==> src/rtl/sds_pkg.sv <==
// ----------------------------------------------------------------------------
// sds_pkg: shared types and constants for the string delimiter splitter
// Result kinds, register indexes and register reset values.
// ----------------------------------------------------------------------------
package sds_pkg;

   // Result kind carried on every output beat
   typedef enum logic [1:0] {
      KIND_BYTE       = 2'd0,
      KIND_TOKEN_END  = 2'd1,
      KIND_STRING_END = 2'd2
   } kind_type;

   // Register map
   localparam int CSR_IDX_W   = 2;
   localparam int CSR_DATA_W  = 64;

   typedef enum logic [CSR_IDX_W-1:0] {
      CSR_DELIM_LEN   = 2'd0,
      CSR_DELIM_BYTES = 2'd1
   } csr_index_type;

   localparam int DELIM_LEN_W   = 4;
   localparam int DELIM_BYTES_W = 64;

   localparam logic [DELIM_LEN_W-1:0]   RESET_DELIM_LEN   = 4'd1;
   localparam logic [DELIM_BYTES_W-1:0] RESET_DELIM_BYTES = 64'd44;

endpackage

==> src/rtl/sds_if.sv <==
// ----------------------------------------------------------------------------
// sds_if: channel interfaces of the string delimiter splitter
// Request bytes, result beats and register writes, each with valid/ready.
// ----------------------------------------------------------------------------
interface sds_req_if
   import sds_pkg::*;
   ();
   logic       valid;
   logic       ready;
   logic [7:0] char_byte;
   logic       end_of_string;

   modport source (output valid, output char_byte, output end_of_string, input ready);
   modport sink   (input valid, input char_byte, input end_of_string, output ready);
endinterface

interface sds_rsp_if
   import sds_pkg::*;
   ();
   logic       valid;
   logic       ready;
   kind_type   kind;
   logic [7:0] token_byte;
   logic       last_of_run;

   modport source (output valid, output kind, output token_byte, output last_of_run,
                   input ready);
   modport sink   (input valid, input kind, input token_byte, input last_of_run,
                   output ready);
endinterface

interface sds_csr_if
   import sds_pkg::*;
   ();
   logic                  valid;
   logic                  ready;
   logic [CSR_IDX_W-1:0]  index;
   logic [CSR_DATA_W-1:0] data;

   modport source (output valid, output index, output data, input ready);
   modport sink   (input valid, input index, input data, output ready);
endinterface

==> src/rtl/string_delimiter_splitter.sv <==
// ----------------------------------------------------------------------------
// string_delimiter_splitter: streaming tokenizer on a multi-byte delimiter
// Splits a byte stream on a programmable delimiter of up to MAX_DELIM bytes.
// ----------------------------------------------------------------------------
// Usage
//   req_bus carries one string byte per beat; a beat with end_of_string set
//   terminates the string. rsp_bus carries token bytes, end-of-token and
//   end-of-string beats; last_of_run flags the final beat caused by a request.
//   csr_bus writes delimiter_length (index 0) and delimiter_bytes (index 1),
//   always ready; write only while the block is idle.
// Timing
//   A request beat's first result is registered in the cycle after the beat.
//   Byte beats are taken one per cycle while the output register is free and
//   no flush is running. A terminator drains each pending window byte, then
//   closes an open token, then emits the end-of-string beat; req_bus.ready
//   stays low while the window drains through the single output register.
// Reset
//   Synchronous: empties the window, closes the token, drops any pending
//   result, and restores a one-byte comma delimiter.
// Backpressure
//   With rsp_bus.ready low the output register holds its beat and req_bus
//   stalls; a new request is taken in the same cycle the held beat leaves.
// ----------------------------------------------------------------------------
module string_delimiter_splitter
   import sds_pkg::*;
#(
   parameter int MAX_DELIM = 8
) (
   input  logic      clock,
   input  logic      reset,
   sds_req_if.sink   req_bus,
   sds_rsp_if.source rsp_bus,
   sds_csr_if.sink   csr_bus
);

   localparam int CntW = $clog2(MAX_DELIM + 1);
   localparam int WinW = 8 * MAX_DELIM;

   // Configuration
   logic [DELIM_LEN_W-1:0]   delim_len_ff, delim_len_in;
   logic [DELIM_BYTES_W-1:0] delim_bytes_ff, delim_bytes_in;

   // Window and token state
   logic [WinW-1:0] win_ff, win_in;
   logic [CntW-1:0] fill_ff, fill_in;
   logic            open_ff, open_in;
   logic            flush_ff, flush_in;

   // Output register
   logic       rsp_valid_ff, rsp_valid_in;
   kind_type   rsp_kind_ff, rsp_kind_in;
   logic [7:0] rsp_byte_ff, rsp_byte_in;
   logic       rsp_last_ff, rsp_last_in;

   logic            out_free;
   logic            req_acc;
   logic [CntW-1:0] eff_len;
   logic [WinW-1:0] delim_pad;
   logic [WinW-1:0] win_app;
   logic [CntW-1:0] fill_app;
   logic            match;

   // Pad delimiter bytes out to the window width; bytes past 64 bits read zero
   generate
      if (WinW <= DELIM_BYTES_W) begin : g_delim_cut
         assign delim_pad = delim_bytes_ff[WinW-1:0];
      end else begin : g_delim_ext
         assign delim_pad = {{(WinW - DELIM_BYTES_W){1'b0}}, delim_bytes_ff};
      end
   endgenerate

   // Clamp the programmed length into 1..MAX_DELIM
   always_comb begin
      if (delim_len_ff == '0) begin
         eff_len = CntW'(1);
      end else if (32'(delim_len_ff) > MAX_DELIM) begin
         eff_len = CntW'(MAX_DELIM);
      end else begin
         eff_len = CntW'(delim_len_ff);
      end
   end

   // Append the incoming byte at the fill point
   always_comb begin
      win_app  = win_ff;
      fill_app = fill_ff;
      if (fill_ff < CntW'(MAX_DELIM)) begin
         for (int i = 0; i < MAX_DELIM; i++) begin
            if (fill_ff == CntW'(i)) begin
               win_app[8*i +: 8] = req_bus.char_byte;
            end
         end
         fill_app = fill_ff + CntW'(1);
      end
   end

   // Compare the leading eff_len window bytes with the delimiter
   always_comb begin
      match = 1'b1;
      for (int i = 0; i < MAX_DELIM; i++) begin
         if (CntW'(i) < eff_len && win_app[8*i +: 8] != delim_pad[8*i +: 8]) begin
            match = 1'b0;
         end
      end
   end

   // Handshakes
   assign out_free      = !rsp_valid_ff || rsp_bus.ready;
   assign req_bus.ready = out_free && !flush_ff;
   assign req_acc       = req_bus.valid && req_bus.ready;
   assign csr_bus.ready = 1'b1;

   // Next-state logic for one byte decision or one flush beat
   always_comb begin
      delim_len_in   = delim_len_ff;
      delim_bytes_in = delim_bytes_ff;
      win_in         = win_ff;
      fill_in        = fill_ff;
      open_in        = open_ff;
      flush_in       = flush_ff;
      rsp_valid_in   = rsp_valid_ff && !rsp_bus.ready;
      rsp_kind_in    = rsp_kind_ff;
      rsp_byte_in    = rsp_byte_ff;
      rsp_last_in    = rsp_last_ff;

      // register writes
      if (csr_bus.valid) begin
         unique case (csr_bus.index)
            CSR_DELIM_LEN:   delim_len_in   = csr_bus.data[DELIM_LEN_W-1:0];
            CSR_DELIM_BYTES: delim_bytes_in = csr_bus.data[DELIM_BYTES_W-1:0];
            default: ;
         endcase
      end

      if ((flush_ff && out_free) || (req_acc && req_bus.end_of_string)) begin
         // drain one pending byte, then close the token, then end the string
         rsp_valid_in = 1'b1;
         rsp_last_in  = 1'b0;
         rsp_byte_in  = 8'd0;
         flush_in     = 1'b1;
         if (fill_ff != '0) begin
            rsp_kind_in = KIND_BYTE;
            rsp_byte_in = win_ff[7:0];
            win_in      = win_ff >> 8;
            fill_in     = fill_ff - CntW'(1);
            open_in     = 1'b1;
         end else if (open_ff) begin
            rsp_kind_in = KIND_TOKEN_END;
            open_in     = 1'b0;
         end else begin
            rsp_kind_in = KIND_STRING_END;
            rsp_last_in = 1'b1;
            flush_in    = 1'b0;
         end
      end else if (req_acc) begin
         win_in  = win_app;
         fill_in = fill_app;
         if (fill_app >= eff_len) begin
            if (match) begin
               // discard the delimiter and close an open token
               if (eff_len >= fill_app) begin
                  fill_in = '0;
               end else begin
                  win_in  = win_app >> {eff_len, 3'b000};
                  fill_in = fill_app - eff_len;
               end
               if (open_ff) begin
                  rsp_valid_in = 1'b1;
                  rsp_kind_in  = KIND_TOKEN_END;
                  rsp_byte_in  = 8'd0;
                  rsp_last_in  = 1'b1;
                  open_in      = 1'b0;
               end
            end else begin
               // release the oldest byte as a token byte
               rsp_valid_in = 1'b1;
               rsp_kind_in  = KIND_BYTE;
               rsp_byte_in  = win_app[7:0];
               rsp_last_in  = 1'b1;
               win_in       = win_app >> 8;
               fill_in      = fill_app - CntW'(1);
               open_in      = 1'b1;
            end
         end
      end
   end

   // State and output registers
   always_ff @(posedge clock) begin
      if (reset) begin
         delim_len_ff   <= RESET_DELIM_LEN;
         delim_bytes_ff <= RESET_DELIM_BYTES;
         fill_ff        <= '0;
         open_ff        <= 1'b0;
         flush_ff       <= 1'b0;
         rsp_valid_ff   <= 1'b0;
      end else begin
         delim_len_ff   <= delim_len_in;
         delim_bytes_ff <= delim_bytes_in;
         fill_ff        <= fill_in;
         open_ff        <= open_in;
         flush_ff       <= flush_in;
         rsp_valid_ff   <= rsp_valid_in;
      end
      win_ff      <= win_in;
      rsp_kind_ff <= rsp_kind_in;
      rsp_byte_ff <= rsp_byte_in;
      rsp_last_ff <= rsp_last_in;
   end

   assign rsp_bus.valid       = rsp_valid_ff;
   assign rsp_bus.kind        = rsp_kind_ff;
   assign rsp_bus.token_byte  = rsp_byte_ff;
   assign rsp_bus.last_of_run = rsp_last_ff;

endmodule

==> src/flat_wrapper.sv <==
// flat-port wrapper written by rule: the top's interface ports become plain ports
module string_delimiter_splitter_flat import sds_pkg::*;
#(
   parameter int MAX_DELIM = 8
)
  (clock, reset, req_bus_valid, req_bus_char_byte, req_bus_end_of_string, req_bus_ready, rsp_bus_valid, rsp_bus_kind, rsp_bus_token_byte, rsp_bus_last_of_run, rsp_bus_ready, csr_bus_valid, csr_bus_index, csr_bus_data, csr_bus_ready);
  sds_req_if req_bus_i ();
  sds_rsp_if rsp_bus_i ();
  sds_csr_if csr_bus_i ();
  input  logic clock;
  input  logic reset;
  input wire logic [$bits(req_bus_i.valid)-1:0] req_bus_valid;
  input wire logic [$bits(req_bus_i.char_byte)-1:0] req_bus_char_byte;
  input wire logic [$bits(req_bus_i.end_of_string)-1:0] req_bus_end_of_string;
  output wire logic [$bits(req_bus_i.ready)-1:0] req_bus_ready;
  output wire logic [$bits(rsp_bus_i.valid)-1:0] rsp_bus_valid;
  output wire logic [$bits(rsp_bus_i.kind)-1:0] rsp_bus_kind;
  output wire logic [$bits(rsp_bus_i.token_byte)-1:0] rsp_bus_token_byte;
  output wire logic [$bits(rsp_bus_i.last_of_run)-1:0] rsp_bus_last_of_run;
  input wire logic [$bits(rsp_bus_i.ready)-1:0] rsp_bus_ready;
  input wire logic [$bits(csr_bus_i.valid)-1:0] csr_bus_valid;
  input wire logic [$bits(csr_bus_i.index)-1:0] csr_bus_index;
  input wire logic [$bits(csr_bus_i.data)-1:0] csr_bus_data;
  output wire logic [$bits(csr_bus_i.ready)-1:0] csr_bus_ready;
  assign req_bus_i.valid = req_bus_valid;
  assign req_bus_i.char_byte = req_bus_char_byte;
  assign req_bus_i.end_of_string = req_bus_end_of_string;
  assign req_bus_ready = req_bus_i.ready;
  assign rsp_bus_valid = rsp_bus_i.valid;
  assign rsp_bus_kind = rsp_bus_i.kind;
  assign rsp_bus_token_byte = rsp_bus_i.token_byte;
  assign rsp_bus_last_of_run = rsp_bus_i.last_of_run;
  assign rsp_bus_i.ready = rsp_bus_ready;
  assign csr_bus_i.valid = csr_bus_valid;
  assign csr_bus_i.index = csr_bus_index;
  assign csr_bus_i.data = csr_bus_data;
  assign csr_bus_ready = csr_bus_i.ready;
  string_delimiter_splitter #(.MAX_DELIM(MAX_DELIM)) u_core (.clock(clock), .reset(reset), .req_bus(req_bus_i), .rsp_bus(rsp_bus_i), .csr_bus(csr_bus_i));
endmodule
==> config.mk <==
export PLATFORM = sky130hd
export DESIGN_NAME = string_delimiter_splitter_flat
export DESIGN_NICKNAME = d
export VERILOG_FILES = /design/src/rtl/sds_pkg.sv /design/src/rtl/sds_if.sv /design/src/rtl/string_delimiter_splitter.sv /design/src/flat_wrapper.sv
export SDC_FILE = /design/constraint.sdc
export NUM_CORES = 1
export LEC_CHECK = 0
export ABC_AREA = 0
export CAP_MARGIN = 25
export CORE_MARGIN = 5
export CORE_UTILIZATION = 30
export DETAILED_ROUTE_END_ITERATION = 12
export DONT_BUFFER_PORTS = 1
export GPL_TIMING_DRIVEN = 0
export PLACE_DENSITY = 0.46
export SLEW_MARGIN = 5
export SYNTH_ARGS = -nofsm -noshare
export SYNTH_HDL_FRONTEND = slang
export SYNTH_SLANG_ARGS = --single-unit
==> constraint.sdc <==
create_clock -name clock -period 4.9 [get_ports clock]
set_input_delay 0.49 -clock clock [delete_from_list [all_inputs] [get_ports clock]]
set_output_delay 0.49 -clock clock [all_outputs]
set_load 0.005 [all_outputs]
; ---- After elaboration in Yosys (flattened, before gate mapping)
; Index checks and enable logic that the tools add are counted.
[word_totals]
ff_bits = 150
inputBits = 80
elab_cells = 138
output_inout_bits = 14
[classes]
muxes = 64
addsub = 4
reduce_logical = 29
n_shift = 1
eq_ne = 18
n_lt_le_gt_ge = 12
[op_table]
columns = operator, count
row1 = $mux 64, 7
row2 = $mux 8, 14
row3 = $ne 8x8->1, 8
row4 = $shr 64x7->64, 1
row5 = $mux 4, 9
row6 = $mux 1, 27
row7 = $eq 4x3->1 const B, 4
row8 = $lt 3x4->1 const A, 4
row9 = $mux 2, 7
row10 = $logic_and 1x1->1, 13
row11 = $eq 4x2->1 const B, 2
row12 = $ge 4x4->1, 2
row13 = $logic_not 4->1, 2
row14 = $lt 1x4->1 const A, 2
row15 = $lt 2x4->1 const A, 2
row16 = $reduce_and 2->1, 4
row17 = $sub 4x1->4 const B, 2
row18 = $add 4x1->4 const B, 1
row19 = $eq 4x1->1 const B, 1
row20 = $gt 4x4->1 const B, 1
row21 = $lt 4x4->1 const B, 1
row22 = $reduce_bool 2->1, 2
row23 = $reduce_bool 4->1, 1
row24 = $sub 4x4->4, 1
row25 = other kinds (7), 10

; ---- Longest topological paths before layout
[logic_depth]
depth_word = 17
depth_mapped = 19
depth_no_buf = 14

; ---- Worst setup path after synthesis
; OpenSTA, ideal clock, no wires.
[synth_path]
path_type = register to register
start = register u_core.delim_len_ff[3]
end = register u_core.win_ff[16] (data pin)
path_stages_with_launch = 19
slack_ns = 0.844
path_buffers = 5
arrival_time_ns = 3.927
setup_ns = 0.130
synth_period_minus_slack_ns = 4.056
required_ns = 4.770
cell_sequence = dfxtp_1 clkbuf_1 inv_1 o21ai_1 inv_1 clkbuf_1 clkbuf_1 ha_1 fa_1 inv_1 a21o_1 a21oi_1 nand2b_1 clkbuf_1 a31oi_1 buf_2 nor2_1 a2111oi_0 a21o_1
[synth_via]
elab_chain_cells = 17
word_cells_on_any_way = 36
classes_between = order compare: 11 / shift: 1 / mux: 15 / reduce/logical: 9
[synth_rtl]
columns = element, line_no
row1 = from (decl), string_delimiter_splitter.sv:40  ; logic [DELIM_LEN_W-1:0] delim_len_ff, delim_len_in;
row2 = from (signal assigned), string_delimiter_splitter.sv:198  ; delim_len_ff <= delim_len_in;
row3 = $gt 4x4->1, string_delimiter_splitter.sv:76  ; end else if (32'(delim_len_ff) > MAX_DELIM) begin
row4 = $mux 4, string_delimiter_splitter.sv:76
row5 = $mux 4 *, string_delimiter_splitter.sv:74  ; if (delim_len_ff == '0) begin
row6 = $lt 1x4->1, string_delimiter_splitter.sv:101  ; if (CntW'(i) < eff_len && win_app[8*i +: 8] != delim_pad[8*i +: 8]) begin
row7 = $logic_and 1x1->1, string_delimiter_splitter.sv:101
row8 = $mux 1 (8 in a row), string_delimiter_splitter.sv:101
row9 = $mux 64, string_delimiter_splitter.sv:159  ; if (match) begin
row10 = $mux 64 *, string_delimiter_splitter.sv:158  ; if (fill_app >= eff_len) begin
row11 = $mux 64 *, string_delimiter_splitter.sv:155  ; end else if (req_acc) begin
row12 = $mux 64 *, string_delimiter_splitter.sv:135  ; if ((flush_ff && out_free) || (req_acc && req_bus.end_of_string)) begin
row13 = net u_core.win_in[16], string_delimiter_splitter.sv:44  ; logic [WinW-1:0] win_ff, win_in;
row14 = to (signal assigned), string_delimiter_splitter.sv:205  ; win_ff <= win_in;
row15 = to (decl), string_delimiter_splitter.sv:44
; Mark *: on every way through the listed nets, which the timed path passes. The rest lies on a longest branch. The select of a mux whose other input is x is not followed.
; A chain may end at the register's enable or synchronous reset.

; ---- Final worst setup path
[layout_path]
start = register u_core.fill_ff[0]
end = register u_core.win_ff[23] (data pin)
[layout_via]
elab_chain_cells = 17
word_cells_on_any_way = 52
classes_between = add/sub: 1 / order compare: 3 / eq/ne: 15 / shift: 1 / mux: 23 / reduce/logical: 9
[layout_rtl]
columns = element, line_no
row1 = from (decl), string_delimiter_splitter.sv:45  ; logic [CntW-1:0] fill_ff, fill_in;
row2 = from (signal assigned), string_delimiter_splitter.sv:200  ; fill_ff <= fill_in;
row3 = "parallel branches: the longest is 14 deep, another holds $lt 4x4->1", n/a
row4 = $mux 64 *, string_delimiter_splitter.sv:158
row5 = $mux 64 *, string_delimiter_splitter.sv:155
row6 = $mux 64 *, string_delimiter_splitter.sv:135
row7 = net u_core.win_in[23], string_delimiter_splitter.sv:44
; Mark *: on every way through the listed nets, which the timed path passes. The select of a mux whose other input is x is not followed.

==> reports/metrics.csv <==
stage,metric,value,unit
run_status,status,"complete, but fails checks",
run_status,violations,negative setup slack,
cts,cts_tree,done,
synthesis,async_flop_share,0,
floorplanning,rows,70,
timing,relSlewSlack,0.241,
detailed_routing,vias,12100,
global_routing,grt_pass1_wl,87.6,mm
cts,cts_made_buffers,17,
global_routing,busiest_layer,met2,
floorplanning,start_util,0.305,
cts,clock_path_buffers,2,
synthesis,synth_edf_count,75,
cts,cts-root-buf,clkbuf_16,
synthesis,synthTopCellsByArea,"edfxtp_1 (20%), dfxtp_1 (13%), nand2_1 (8.5%)",
pwr,peakVddDrop,313,µV
floorplanning,io_pins,94,
global_routing,use_met3,0.0465,
setup_path,path_max_fanout,10,
setup_path,end_kind,flip-flop,
pwr,p_total,10.4,mW
setup_path,crit_type,reg2reg,
pwr,sw_frac_of_total,0.531,
min_path,hold_path.class,in2reg,
cts,cts.clk_slew.worst_paths,0.07,ns
timing,tightest_slew,1.11,ns
detailed_routing,routedWlPerCell,32.1,µm
place,hpwl,49.1,mm
global_routing,grt_max_degree,63,
synthesis,synth.distinct_cells,79,
cts,htreeDepth,4,
timing,clock_skew,0.0202,ns
synthesis,ys_ff_latch,150,
detailed_routing,via_per_inst,6.20,
pwr,power.leakage,4.58,nW
synthesis,yosys.area.top_type,edfxtp_1,
cts,cts.sinks,150,
global_routing,gr-total-overflow,0,
timing,fin_crit,4.91,ns
place,port_buffers,0,
floorplanning,design.core.area,0.0367,mm²
synthesis,syn_nets,1532,
synthesis,synthCells,1441,
pwr,p_comb_frac,0.639,
job,cap_violations,0,
pwr,power_density,820,mW/mm²
setup_path,slowest_stage,mux2i_1,
timing,slew_viol_final,0,
pwr,internal_power,4.89,mW
layout,drive_gt1_frac,0.108,
global_routing,antenna_found_initial,3,
synthesis,synth_area,0.0112,mm²
timing,finalHoldViolCount,0,
pwr,p_seq_frac,0.227,
pwr,clockPowerShare,0.134,
synthesis,avgSynthCellArea,7.76,µm²
synthesis,synth_top_area_share,0.202,
setup_path,slowest_delay,0.87,ns
detailed_routing,dr.first_iter.drc_count,1509,
layout,fin_cells,1953,
place,place_congestion,1.00,
pwr,power_switching,5.55,mW
detailed_routing,firstDrtPassIters,9,
floorplanning,die-area,0.0412,mm²
place,dp_cells,1918,
timing,rsz0062_at_grt,true,
synthesis,ys.flop_type,edfxtp_1,
synthesis,ys_warn_count,0,
synthesis,synth_seq_area_share,0.336,
cts,clkLatencyLatePin,0.46,ns
floorplanning,dieHeight,203,µm
floorplanning,die_w,203,µm
layout,area_growth,13.9,%
setup_path,crit_path_start_kind,flip-flop,
detailed_routing,drtAntennaViolNets,0,
global_routing,grt_usage,0.294,
detailed_routing,route.detailed.drc,0,
layout,nets,1561,
setup_path,critPathRequiredTime,5.05,ns
global_routing,use_met1,0.388,
detailed_routing,wirelength,62.7,mm
setup_path,cp.arrival,5.06,ns
setup_path,cp_cell_sequence,ha_1 -> nand3b_4 -> mux2i_1 -> o221ai_1 -> or4_1 -> a2111oi_4 -> buf_4 -> nand2_4 -> buf_2 -> clkbuf_2 -> o211ai_1 -> o21ai_0,
global_routing,grt_pass1_vias,11600,
timing,fin_ws,-0.00740,ns
timing,fin_crit_sh,1.00,
global_routing,grtUsageMet2,0.470,
timing,setup_viol,1,
timing,max_freq,204,MHz
layout by cell type (no fill, tap or decap), types with 15 or more instances in the layout:
master and count:
a21oi_1 141, xor2_1 18, a211oi_1 30, a31oi_1 32, nor3_1 16, o22ai_1 65
inv_1 48, buf_2 16, clkbuf_1 76, xnor2_1 15, dfxtp_1 74, edfxtp_1 75
o21ai_0 64, nor2_1 149, nor2b_1 30, clkbuf_16 21, mux2i_2 17, mux2i_1 42
nand2_1 253
final timing paths:
kind	from	endpoint	slack (ns)	cells past startpoint
setup / recovery	u_core.fill_ff[0]$_SDFFE_PP0P_	u_core.win_ff[23]$_DFFE_PP_	-0.007	12
hold reg to reg	u_core.delim_bytes_ff[54]$_SDFFE_PP0P_	u_core.delim_bytes_ff[54]$_SDFFE_PP0P_	0.46	2
hold / removal	csr_bus_data[0]	u_core.delim_len_ff[0]$_SDFFE_PP1P_	0.16	1
setup reg to reg	u_core.fill_ff[0]$_SDFFE_PP0P_	u_core.win_ff[23]$_DFFE_PP_	-0.007	12
metal layers:
metal | up-vias | share of wire
met1 | 5935 | 0.42
met3 | 180 | 0.074
li1 | 5305 | -
met2 | 679 | 0.45
met4 | 2 | 0.061
met5 | - | 0.00026
registers in the layout, indices dropped and copies added, names as in the netlist:
name                        count
u_core.delim_len_ff             4
u_core.rsp_bus.valid            1
u_core.fill_ff                  4
u_core.win_ff                  64
u_core.delim_bytes_ff          64
u_core.rsp_bus.token_byte       8
u_core.open_ff                  1
u_core.rsp_bus.last_of_run      1
u_core.flush_ff                 1
u_core.rsp_bus.kind             2
logic make-up after synthesis:
group | after synthesis | synth area share
simple gates | 526 | 0.208
compound gates | 463 | 0.266
buf+inv | 168 | 0.0617
flops | 150 | 0.336
mux | 89 | 0.0899
xor+xnor | 33 | 0.0259
fa+ha+maj | 11 | 0.0130
other cells | 1 | 0.000336
layout make-up:
type                       count  area, µm²
clock inverter                 7       50.0
tap                          468        586
multi-input combinational   1123       6940
sequential                   150       3750
buffer                       112        498
inverter                      50        194
antenna                        2       5.00
clock buffer                  25        551
timing repair buffer          16        148
fill                        3951      24000
power by group through the flow:
stage | clock [mW] | combinational (mW) | sequential [mW]
floorplan | 0 | 3.80 | 2.20
global placement | 0 | 6.12 | 2.36
detailed placement | 0 | 6.17 | 2.34
CTS | 1.41 | 6.29 | 2.32
global route | 1.46 | 6.92 | 2.40
finish | 1.40 | 6.67 | 2.37
per-stage QoR:
stage	util	hold slack, ns	worst slack [ns]	instance area [µm²]	TNS (ns)
finish	0.347	0.164	-0.00740	12700	-0.00740
global route	0.347	0.164	-0.0746	12700	-0.0746
CTS	0.342	0.149	-0.0489	12600	-0.0539
detailed placement	0.323	0.449	-1.09	11900	-63.47
global placement	0.321	0.448	-1.47	11800	-86.11
floorplan	-	0.436	0.844	11200	0
worst max-delay path, delay by kind of cell, from the launching register on:
| kind | cells | cell delay, ns |
|---|---|---|
| muxes | 1 | 0.87 |
| AOI/OAI and AO/OA | 4 | 1.30 |
| buffers and inverters | 3 | 0.72 |
| and+or+nand+nor | 3 | 0.89 |
| DFF | 1 | 0.51 |
| adders and majority gates | 1 | 0.30 |
synthesized netlist by cell type, drive strengths merged (29+ instances only):
cell and n:
a21oi 143, nor2 151, nand2 255, inv 50
a31oi 33, mux2i 68, buf 29, o21ai 75
clkbuf 89, dfxtp 75, nor2b 30, o22ai 65
a211oi 30, edfxtp 75
what timing repair did:
item | CTS | global route
hold buffers | 0 | 0
endpoints found under the setup margin | 89 | 64
gates resized for setup | 29 | 38
pin swaps | 2 | 1
buffers inserted | 6 | 1
(Power assumes the default switching activity.)
